## src/hdl/vmem_block_allocator_top_macros.svh

```systemverilog
// Assertion macros for the allocator.
`ifndef VMEM_BLOCK_ALLOCATOR_TOP_MACROS_SVH
`define VMEM_BLOCK_ALLOCATOR_TOP_MACROS_SVH

`ifndef SYNTH
`define VBA_ASSERT_IMPLY(lbl, a, b) \
  lbl: assert property (@(posedge clk) disable iff (rst) (a) |-> (b)) \
    else $error("allocator check failed");
`define VBA_ASSERT_NEXT(lbl, a, b) \
  lbl: assert property (@(posedge clk) disable iff (rst) (a) |=> (b)) \
    else $error("allocator check failed");
`else
`define VBA_ASSERT_IMPLY(lbl, a, b)
`define VBA_ASSERT_NEXT(lbl, a, b)
`endif

`endif

```

## src/hdl/vba_pkg.sv

```systemverilog
`timescale 1ns / 1ps
`default_nettype none
package vba_pkg;
  localparam int unsigned Entries = 64;
  localparam logic [10:0] PoolSize = 11'd1920;
  localparam logic [7:0] EndLink = 8'hFF;

  localparam logic [1:0] K_INV  = 2'd0;
  localparam logic [1:0] K_FREE = 2'd1;
  localparam logic [1:0] K_USED = 2'd2;

  localparam logic [1:0] ST_OK        = 2'd0;
  localparam logic [1:0] ST_NO_ROOM   = 2'd1;
  localparam logic [1:0] ST_FULL      = 2'd2;
  localparam logic [1:0] ST_NOT_FOUND = 2'd3;

  localparam logic [1:0] A_BEST = 2'd0;
  localparam logic [1:0] A_FIX  = 2'd1;
  localparam logic [1:0] A_FREE = 2'd2;
  localparam logic [1:0] A_NOP  = 2'd3;

  typedef struct packed {
    logic [10:0] size;
    logic [7:0]  link;
    logic [1:0]  kind;
  } entry_t;

  localparam entry_t EntryHead = '{size: PoolSize, link: EndLink, kind: K_FREE};
  localparam entry_t EntryNone = '{size: 11'd0, link: 8'd0, kind: K_INV};
endpackage
`default_nettype wire

```

## src/hdl/vba_table.sv

```systemverilog
`timescale 1ns / 1ps
`default_nettype none
module vba_table
  import vba_pkg::*;
(
  input  wire logic       clk,
  input  wire logic       rst,
  input  wire logic [5:0] rd_addr,
  output entry_t          rd_data,
  input  wire logic       wr_en,
  input  wire logic [5:0] wr_addr,
  input  wire entry_t     wr_data
);
  entry_t             mem [Entries];
  logic [Entries-1:0] vbit;
  entry_t             mem_q;
  logic               v_q;
  logic               a0_q;

  always_ff @(posedge clk) begin
    if (wr_en) begin
      mem[wr_addr] <= wr_data;
    end
    mem_q <= mem[rd_addr];
  end

  always_ff @(posedge clk) begin
    if (rst) begin
      vbit <= '0;
      v_q  <= 1'b0;
      a0_q <= 1'b0;
    end else begin
      if (wr_en) begin
        vbit[wr_addr] <= 1'b1;
      end
      v_q  <= vbit[rd_addr];
      a0_q <= (rd_addr == 6'd0);
    end
  end

  // untouched entries read as their reset contents
  assign rd_data = v_q ? mem_q : (a0_q ? EntryHead : EntryNone);
endmodule
`default_nettype wire

```

## src/hdl/vmem_block_allocator_top.sv

```systemverilog
`timescale 1ns / 1ps
`default_nettype none
// Sequence: action 3 or a zero-size allocate goes straight to the statistics scan; otherwise
// the chain is walked entry by entry (up to 64), then the block decides, splits or merges and
// writes back, then scans the table for statistics and registers the outputs.
// A new request is accepted only while busy is low, once the previous one has finished.
// Reset: table returns at once to one free block holding the whole pool.
// The done strobe lasts one cycle; the receiver cannot stall.
`include "vmem_block_allocator_top_macros.svh"
module vmem_block_allocator_top
  import vba_pkg::*;
(
  input  wire logic        clk,
  input  wire logic        rst,
  input  wire logic        start,
  output logic             busy,
  input  wire logic [1:0]  action,
  input  wire logic [10:0] req_size,
  input  wire logic [10:0] alignment,
  input  wire logic [10:0] address,
  output logic             done,
  output logic [1:0]       status,
  output logic [10:0]      result_addr,
  output logic [10:0]      free_total,
  output logic [10:0]      used_total,
  output logic [10:0]      largest_free
);
  localparam logic [3:0] S_IDLE  = 4'd0;
  localparam logic [3:0] S_RD    = 4'd1;
  localparam logic [3:0] S_EV    = 4'd2;
  localparam logic [3:0] S_DEC   = 4'd3;
  localparam logic [3:0] S_SPLIT = 4'd4;
  localparam logic [3:0] S_FRD   = 4'd5;
  localparam logic [3:0] S_FEV   = 4'd6;
  localparam logic [3:0] S_WR    = 4'd7;
  localparam logic [3:0] S_STAT  = 4'd8;
  localparam logic [3:0] S_FIN   = 4'd9;

  logic [3:0]  state;
  logic [1:0]  act;
  logic [10:0] req, al, addr_r, gaddr;
  logic [7:0]  p;
  logic [6:0]  steps, sc;
  logic [11:0] ca, cur_ca;
  logic        found, has_prev;
  logic [5:0]  cur_idx, prv_idx, m_idx;
  entry_t      cur, prv;
  logic [10:0] m_size;
  logic [7:0]  m_link;
  logic [1:0]  st;
  logic [6:0]  i0, i1, ni0, ni1;
  logic [10:0] fsum, usum, lg;
  logic [2:0]  wv;
  logic [5:0]  ws_idx [3];
  entry_t      ws_ent [3];

  entry_t      rd;
  logic [5:0]  rd_addr;
  logic        wr_en;
  logic [5:0]  wr_addr;
  entry_t      wr_data;
  logic [10:0] al_in;
  logic [10:0] al_m;
  logic [12:0] aa, ca_aa;
  logic [12:0] aoff13;
  logic [10:0] aoff;
  logic [5:0]  scan_idx;

  vba_table u_table (
    .clk     (clk),
    .rst     (rst),
    .rd_addr (rd_addr),
    .rd_data (rd),
    .wr_en   (wr_en),
    .wr_addr (wr_addr),
    .wr_data (wr_data)
  );

  always_comb begin
    al_in = 11'd1;
    for (int k = 0; k < 11; k++) begin
      if (alignment[k]) begin
        al_in = 11'd1 << k;
      end
    end
  end

  // round current chain address up to the alignment
  assign al_m = al - 11'd1;
  always_comb begin
    if (((ca & {1'b0, al_m}) != 12'd0)) begin
      aa = {1'b0, ca & ~{1'b0, al_m}} + {2'b00, al};
    end else begin
      aa = {1'b0, ca};
    end
    if (((cur_ca & {1'b0, al_m}) != 12'd0)) begin
      ca_aa = {1'b0, cur_ca & ~{1'b0, al_m}} + {2'b00, al};
    end else begin
      ca_aa = {1'b0, cur_ca};
    end
  end

  assign aoff13   = {2'b00, addr_r} - {1'b0, cur_ca};
  assign aoff     = aoff13[10:0];
  assign scan_idx = sc[5:0] - 6'd1;

  always_comb begin
    unique case (state)
      S_FRD:   rd_addr = m_link[5:0];
      S_STAT:  rd_addr = sc[5:0];
      default: rd_addr = p[5:0];
    endcase
  end

  always_comb begin
    wr_en   = (state == S_WR) && (wv != 3'b000);
    wr_addr = ws_idx[0];
    wr_data = ws_ent[0];
    if (!wv[0] && wv[1]) begin
      wr_addr = ws_idx[1];
      wr_data = ws_ent[1];
    end else if (!wv[0] && !wv[1]) begin
      wr_addr = ws_idx[2];
      wr_data = ws_ent[2];
    end
  end

  assign busy = (state != S_IDLE);

  always_ff @(posedge clk) begin
    if (rst) begin
      state <= S_IDLE;
      done  <= 1'b0;
      i0    <= 7'd1;
      i1    <= 7'd2;
      wv    <= 3'b000;
    end else begin
      done <= (state == S_FIN);
      unique case (state)
        S_IDLE: begin
          if (start) begin
            act      <= action;
            req      <= req_size;
            al       <= al_in;
            addr_r   <= address;
            p        <= 8'd0;
            steps    <= 7'd0;
            ca       <= 12'd0;
            found    <= 1'b0;
            has_prev <= 1'b0;
            gaddr    <= 11'd0;
            sc       <= 7'd0;
            fsum     <= 11'd0;
            usum     <= 11'd0;
            lg       <= 11'd0;
            ni0      <= 7'd64;
            ni1      <= 7'd64;
            wv       <= 3'b000;
            if (action == A_NOP) begin
              st    <= ST_OK;
              state <= S_STAT;
            end else if (action != A_FREE && req_size == 11'd0) begin
              st    <= ST_NO_ROOM;
              state <= S_STAT;
            end else begin
              st    <= ST_OK;
              state <= S_RD;
            end
          end
        end
        S_RD: begin
          if (p[7:6] != 2'b00 || steps[6]) begin
            state <= S_DEC;
          end else begin
            state <= S_EV;
          end
        end
        S_EV: begin
          if (rd.kind == K_INV) begin
            state <= S_DEC;
          end else if (act == A_FIX && ca <= {1'b0, addr_r} &&
                       ({1'b0, ca} + {2'b00, rd.size}) > {2'b00, addr_r}) begin
            found   <= 1'b1;
            cur     <= rd;
            cur_idx <= p[5:0];
            cur_ca  <= ca;
            state   <= S_DEC;
          end else if (act == A_FREE && ca == {1'b0, addr_r}) begin
            found   <= 1'b1;
            cur     <= rd;
            cur_idx <= p[5:0];
            cur_ca  <= ca;
            state   <= S_DEC;
          end else begin
            if (act == A_BEST && rd.kind == K_FREE &&
                ({2'b00, rd.size} + {1'b0, ca}) >= ({2'b00, req} + aa) &&
                (!found || cur.size > rd.size)) begin
              found   <= 1'b1;
              cur     <= rd;
              cur_idx <= p[5:0];
              cur_ca  <= ca;
            end
            if (act == A_FREE) begin
              prv      <= rd;
              prv_idx  <= p[5:0];
              has_prev <= 1'b1;
            end
            ca    <= ca + {1'b0, rd.size};
            p     <= rd.link;
            steps <= steps + 7'd1;
            state <= S_RD;
          end
        end
        S_DEC: begin
          if (act == A_FREE) begin
            if (!found) begin
              st    <= ST_NOT_FOUND;
              state <= S_STAT;
            end else begin
              gaddr <= addr_r;
              state <= S_FRD;
              if (has_prev && prv_idx != cur_idx && prv.kind == K_FREE) begin
                m_idx     <= prv_idx;
                m_size    <= prv.size + cur.size;
                m_link    <= cur.link;
                ws_idx[1] <= cur_idx;
                ws_ent[1] <= '{size: cur.size, link: cur.link, kind: K_INV};
                wv[1]     <= 1'b1;
              end else begin
                m_idx  <= cur_idx;
                m_size <= cur.size;
                m_link <= cur.link;
              end
            end
          end else if (!found) begin
            st    <= ST_NO_ROOM;
            state <= S_STAT;
          end else if (act == A_FIX) begin
            if (cur.kind != K_FREE ||
                ({1'b0, cur_ca} + {2'b00, cur.size}) < ({2'b00, addr_r} + {2'b00, req})) begin
              st    <= ST_NO_ROOM;
              state <= S_STAT;
            end else begin
              state <= S_SPLIT;
            end
          end else begin
            addr_r <= ca_aa[10:0];
            state  <= S_SPLIT;
          end
        end
        S_SPLIT: begin
          if (cur_ca == {1'b0, addr_r} && cur.size == req) begin
            ws_idx[0] <= cur_idx;
            ws_ent[0] <= '{size: cur.size, link: cur.link, kind: K_USED};
            wv        <= 3'b001;
            gaddr     <= addr_r;
            state     <= S_WR;
          end else if (cur_ca == {1'b0, addr_r} ||
                       ({1'b0, cur_ca} + {2'b00, cur.size}) ==
                       ({2'b00, addr_r} + {2'b00, req})) begin
            if (i0[6]) begin
              st    <= ST_FULL;
              state <= S_STAT;
            end else begin
              ws_idx[0] <= i0[5:0];
              ws_idx[1] <= cur_idx;
              wv        <= 3'b011;
              gaddr     <= addr_r;
              state     <= S_WR;
              if (cur_ca == {1'b0, addr_r}) begin
                ws_ent[0] <= '{size: cur.size - req, link: cur.link, kind: K_FREE};
                ws_ent[1] <= '{size: req, link: {1'b0, i0}, kind: K_USED};
              end else begin
                ws_ent[0] <= '{size: req, link: cur.link, kind: K_USED};
                ws_ent[1] <= '{size: cur.size - req, link: {1'b0, i0}, kind: K_FREE};
              end
            end
          end else if (i1[6]) begin
            st    <= ST_FULL;
            state <= S_STAT;
          end else begin
            ws_idx[0] <= i1[5:0];
            ws_ent[0] <= '{size: cur.size - req - aoff, link: cur.link, kind: K_FREE};
            ws_idx[1] <= i0[5:0];
            ws_ent[1] <= '{size: req, link: {1'b0, i1}, kind: K_USED};
            ws_idx[2] <= cur_idx;
            ws_ent[2] <= '{size: aoff, link: {1'b0, i0}, kind: K_FREE};
            wv        <= 3'b111;
            gaddr     <= addr_r;
            state     <= S_WR;
          end
        end
        S_FRD: begin
          ws_idx[0] <= m_idx;
          ws_ent[0] <= '{size: m_size, link: m_link, kind: K_FREE};
          wv[0]     <= 1'b1;
          if (m_link[7:6] == 2'b00 && m_link[5:0] != m_idx) begin
            state <= S_FEV;
          end else begin
            state <= S_WR;
          end
        end
        S_FEV: begin
          if (rd.kind == K_FREE) begin
            ws_ent[0] <= '{size: m_size + rd.size, link: rd.link, kind: K_FREE};
            ws_idx[2] <= m_link[5:0];
            ws_ent[2] <= '{size: rd.size, link: rd.link, kind: K_INV};
            wv[2]     <= 1'b1;
          end
          state <= S_WR;
        end
        S_WR: begin
          if (wv[0]) begin
            wv[0] <= 1'b0;
          end else if (wv[1]) begin
            wv[1] <= 1'b0;
          end else if (wv[2]) begin
            wv[2] <= 1'b0;
          end else begin
            state <= S_STAT;
          end
        end
        S_STAT: begin
          if (sc != 7'd0) begin
            if (rd.kind == K_FREE) begin
              fsum <= fsum + rd.size;
              if (rd.size > lg) begin
                lg <= rd.size;
              end
            end else if (rd.kind == K_USED) begin
              usum <= usum + rd.size;
            end else if (rd.kind == K_INV) begin
              if (ni0[6]) begin
                ni0 <= {1'b0, scan_idx};
              end else if (ni1[6]) begin
                ni1 <= {1'b0, scan_idx};
              end
            end
          end
          if (sc[6]) begin
            state <= S_FIN;
          end
          sc <= sc + 7'd1;
        end
        S_FIN: begin
          status       <= st;
          result_addr  <= (st == ST_OK) ? gaddr : 11'd0;
          free_total   <= fsum;
          used_total   <= usum;
          largest_free <= lg;
          i0           <= ni0;
          i1           <= ni1;
          state        <= S_IDLE;
        end
        default: begin
          state <= S_IDLE;
        end
      endcase
    end
  end

  `VBA_ASSERT_NEXT(a_accept_busy, start && !busy, busy)
  `VBA_ASSERT_IMPLY(a_err_addr, done && status != ST_OK, result_addr == 11'd0)
  `VBA_ASSERT_IMPLY(a_done_idle, done, !busy)
  `VBA_ASSERT_IMPLY(a_largest, done, largest_free <= free_total)
endmodule
`default_nettype wire
```

## config.mk

```make
export PLATFORM = sky130hd
export DESIGN_NAME = vmem_block_allocator_top
export DESIGN_NICKNAME = d
export VERILOG_FILES = /design/src/hdl/vba_pkg.sv /design/src/hdl/vba_table.sv /design/src/hdl/vmem_block_allocator_top.sv
export VERILOG_INCLUDE_DIRS = /design/src /design/src/hdl
export SDC_FILE = /design/constraint.sdc
export NUM_CORES = 2
export LEC_CHECK = 0
export BUFFER_PORTS_ARGS = -buffer_cell sky130_fd_sc_hd__buf_2
export CORE_MARGIN = 3
export CORE_UTILIZATION = 40
export DETAILED_ROUTE_END_ITERATION = 8
export GPL_TIMING_DRIVEN = 0
export MAX_ROUTING_LAYER = met4
export PLACE_DENSITY = 0.58
export SLEW_MARGIN = 40
export SYNTH_ARGS = -nofsm -noshare
export SYNTH_HDL_FRONTEND = slang
export SYNTH_SLANG_ARGS = --single-unit
```

## constraint.sdc

```tcl
create_clock -name clk -period 13 [get_ports clk]
set_input_delay 2.6 -clock clk [delete_from_list [all_inputs] [get_ports clk]]
set_output_delay 2.6 -clock clk [all_outputs]
set_load 0.005 [all_outputs]
```

==> summary.txt <==
Outcome
  – Status: finished, final reports clean

Power
  – Comb pwr share: a little over a third
  – Flop pwr share: between 30% and 40%
  – Switching pwr: approximately 7.2 mW
  – Sw frac: approximately two fifths
  – Leakage: around 33 nW
  – P per Cell Area: 201 nW/µm²
  – IR drop worst, VDD: 0.000157 V
  – Clk network pwr share: between 20 and 30%
  – Design internal power: around 11 mW

Clock tree
  – CTS clk-pin slew, worst paths: 60 ps
  – CTS Sinks: around 1800
  – CTS H-tree lvls: 4
  – Total CTS buffers: 186
  – Clock insertion delay at the later pin of the skew report: 860 ps
  – Hold-fix buffers, CTS: 0
  – Post-CTS Resized: 0
  – TritonCTS clock tree: yes
  – Clock root buffer: clkbuf_16
  – CTS Buffer Depth: 3
  – Post-CTS Setup Bufs: 0

Global route
  – Vias in the first global route: approximately 53000
  – GR Util met2: roughly two fifths
  – Grt ovf: 0
  – First-pass GRT wire length: 381000 µm
  – Layer with the highest usage: met2
  – GRT met3 Usage: slightly above 5%
  – Antenna violations before repair: 15
  – GRT Total Usage: between 20% and 30%
  – Grt met1 use: between 30% and 40%
  – Pin count of the biggest net entering global routing: 26

Route
  – Drt pass-1 iters: 8
  – Initial DRC Count: 7180
  – Vias: approximately 56000
  – DR vias/cell: approximately 6
  – Final WL: about 270000 µm
  – Post-route DRC: 0
  – Post-DRT Antenna Nets: 0
  – Drt wl/cell: 28.1 µm

Logic synthesis
  – Area fraction of the dominant cell type after synthesis: 63.9%
  – Synth Flop Type: edfxtp_1
  – Syn Area/Cell: 12.5 µm²
  – Sequential area share after synthesis: 66.7%
  – Number of synthesized flops with an enable pin: 1681
  – Yosys cell types: 90
  – Synth Register Bits: ~1800
  – Synth Net Count: roughly 6600
  – Ys async rst share: 0%
  – Top cells by area, synth: edfxtp_1 64%, nand2_1 6.1%, nand3_1 3.2%
  – Largest area contributor in the netlist: edfxtp_1
  – Syn Inst Count: around 6300
  – Mapped Area: 79000 µm²
  – Ys Warns: 0

Final layout
  – Layout area overhead: 17.3%
  – Share of cells above drive strength 1: 13.5%
  – Final Core Density: between 40% and 50%
  – NumNets Final: ~7000

Floorplanning
  – Die Y-Extent: 450 µm
  – Core region area: just under 200000 µm²
  – I/O pin cnt: 86
  – Initial Util: around two fifths
  – Area of the die: 203000 µm²
  – Width of the die: roughly 450 µm
  – Core Rows: 162

STA
  – Max Clk Rate: ~120 MHz
  – RSZ-0062 raised after global routing: no
  – Setup Viol. Count Final: 0
  – Final Hold Fails: 0
  – Slew headroom: between 30 and 40%
  – Final worst slack: between 4000 and 5000 ps
  – Period minus WS final: 8590 ps
  – Final Max Slew Viols: 0
  – Sum Neg Setup Slack: 0 ps
  – Skew final: 60.3 ps
  – Least-Margin Pin Slew: roughly 1000 ps
  – Period utilization: 66.1%

Worst hold path
  – Hold Crit Class: flip-flop to flip-flop

Place
  – IO buf count: just over 80
  – Post-DP HPWL: about 200000 µm
  – Pre-CTS setup slack: roughly 4600 ps
  – GP Congestion: 0.957

Setup path
  – CP Max Fanout: 10
  – CP Capture Type: flip-flop
  – Worst path bufs/invs: 8
  – Worst path required time: approximately 14000 ps
  – Kind of critical path: flip-flop to flip-flop
  – CP max stage cell: o31ai_1
  – Crit path max-delay family: compound AO/OA/AOI/OAI gates
  – CP max stage delay: approximately 670 ps
  – Arrival @ worst endpoint: just over 9000 ps
  – Setup crit start kind: flip-flop

Job
  – Max-Cap Viols: 0
## cell type report
class                   count  area (µm²)
repair buffers            284        3540
clock buffers             248        5010
diodes                     17        42.5
multi-input cells        4033       25000
inverters                 148         556
well taps                2624        3280
clock inverters            98         927
flip-flops and latches   1793       52700
fillers                 17199      103000
plain buffers             343        1640
## cell usage in the layout (no fill, tap or decap), types with 21 or more instances in the layout
master	n
a21o_1	67
a21oi_1	256
a222oi_1	30
a22oi_1	33
a311oi_1	25
a31oi_1	73
and2_1	43
and3_1	52
buf_1	28
buf_16	51
buf_2	242
buf_4	58
buf_8	90
clkbuf_1	179
clkbuf_16	188
clkbuf_2	24
clkinv_1	40
clkinv_2	31
dfxtp_1	112
edfxtp_1	1681
ha_1	191
inv_1	146
mux2i_1	170
mux4_2	40
nand2_1	1279
nand2b_1	22
nand3_1	499
nor2_1	202
nor2_4	66
nor2b_1	34
nor3_1	66
o21a_1	96
o21ai_0	184
o21ai_1	21
o21ai_4	22
o22ai_1	70
xnor2_1	98
xor2_1	44
## final timing paths
path / startpoint / endpoint / slack, ps / depth (start not counted)
worst max-delay path: al[1]$_SDFFCE_PP0P_ / cur_ca[1]$_DFFE_PP_ / 4410 / 35
worst min-delay path: usum[7]$_SDFFCE_PN0P_ / used_total[7]$_DFFE_PP_ / 430 / 0
worst max register to register: al[1]$_SDFFCE_PP0P_ / cur_ca[1]$_DFFE_PP_ / 4410 / 35
worst min register to register: usum[7]$_SDFFCE_PN0P_ / used_total[7]$_DFFE_PP_ / 430 / 0
## cells in the mapped netlist, types with 11 or more instances
cell         n
edfxtp_1  1681
nand2_1   1288
nand3_1    499
nor2_1     268
a21oi_1    261
o21ai_0    216
ha_1       191
mux2i_1    170
clkbuf_1   149
inv_1      146
buf_2      122
dfxtp_1    112
xnor2_1     98
o21a_1      96
a31oi_1     73
o22ai_1     70
nor3_1      69
a21o_1      68
and3_1      52
xor2_1      44
and2_1      43
mux4_2      40
buf_4       36
nor2b_1     35
a22oi_1     33
buf_1       31
a222oi_1    30
a311oi_1    25
nand2b_1    22
o221ai_1    20
a211oi_1    18
nand4_1     18
or3_1       18
a32oi_1     17
a211o_1     16
a21boi_0    16
mux2_2      16
o31ai_1     15
a221oi_1    14
nor4_1      14
o21bai_1    13
a221o_1     11
fa_1        11
o211ai_1    11
## power by group through the flow
stage	logic (mW)	clock network [mW]	registers, mW
final	6.64	5.22	6.75
after global placement	6.17	0	6.92
after CTS	6.47	5.26	6.75
after global routing	7.01	5.50	6.77
after floorplan	3.66	0	6.80
after detailed placement	6.44	0	6.87
## registers in the layout, indices dropped and copies added (netlist names), 11 cells and up
name           flops
fsum              11
al                11
ws_ent            62
ws_idx            18
addr_r            11
gaddr             11
used_total        11
u_table.mem_q     21
cur_ca            12
cur               21
free_total        11
usum              11
ca                12
prv               13
result_addr       11
req               11
largest_free      11
u_table.mem     1344
m_size            11
u_table.vbit      64
lg                11
## kinds of logic (layout without fill, tap and decap cells)
| logic type | count (synthesis) | in the layout | share of synthesized area [%] |
|---|---|---|---|
| AO/OA/AOI/OAI | 1080 | 1080 | 8.90 |
| XOR/XNOR | 142 | 142 | 1.57 |
| adder cells (fa/ha/maj) | 202 | 202 | 3.30 |
| buffers and inverters | 491 | 1121 | 2.74 |
| flip-flops | 1793 | 1793 | 66.7 |
| multiplexers | 226 | 226 | 3.52 |
| other | 0 | 17 | 0 |
| AND/OR/NAND/NOR | 2383 | 2383 | 13.2 |
## layer usage
layer  vias up  wire length (µm)
met2      3083            123000
met3       553             26800
li1      24389                 -
met5         -                 0
met1     27957            108000
met4         0             11400
## metrics by stage
step           power (mW)  std cells  hold WS [ps]  area [µm²]
5_1_grt              19.3       9579           446       92700
6_report             18.6       9588           434       92700
2_1_floorplan        10.5       6317           424       79000
4_1_cts              18.5       9569           434       92700
3_3_place_gp         13.1       9024           435       82700
3_5_place_dp         13.3       9223           441       86700
Power figures use the tool's default switching activity.
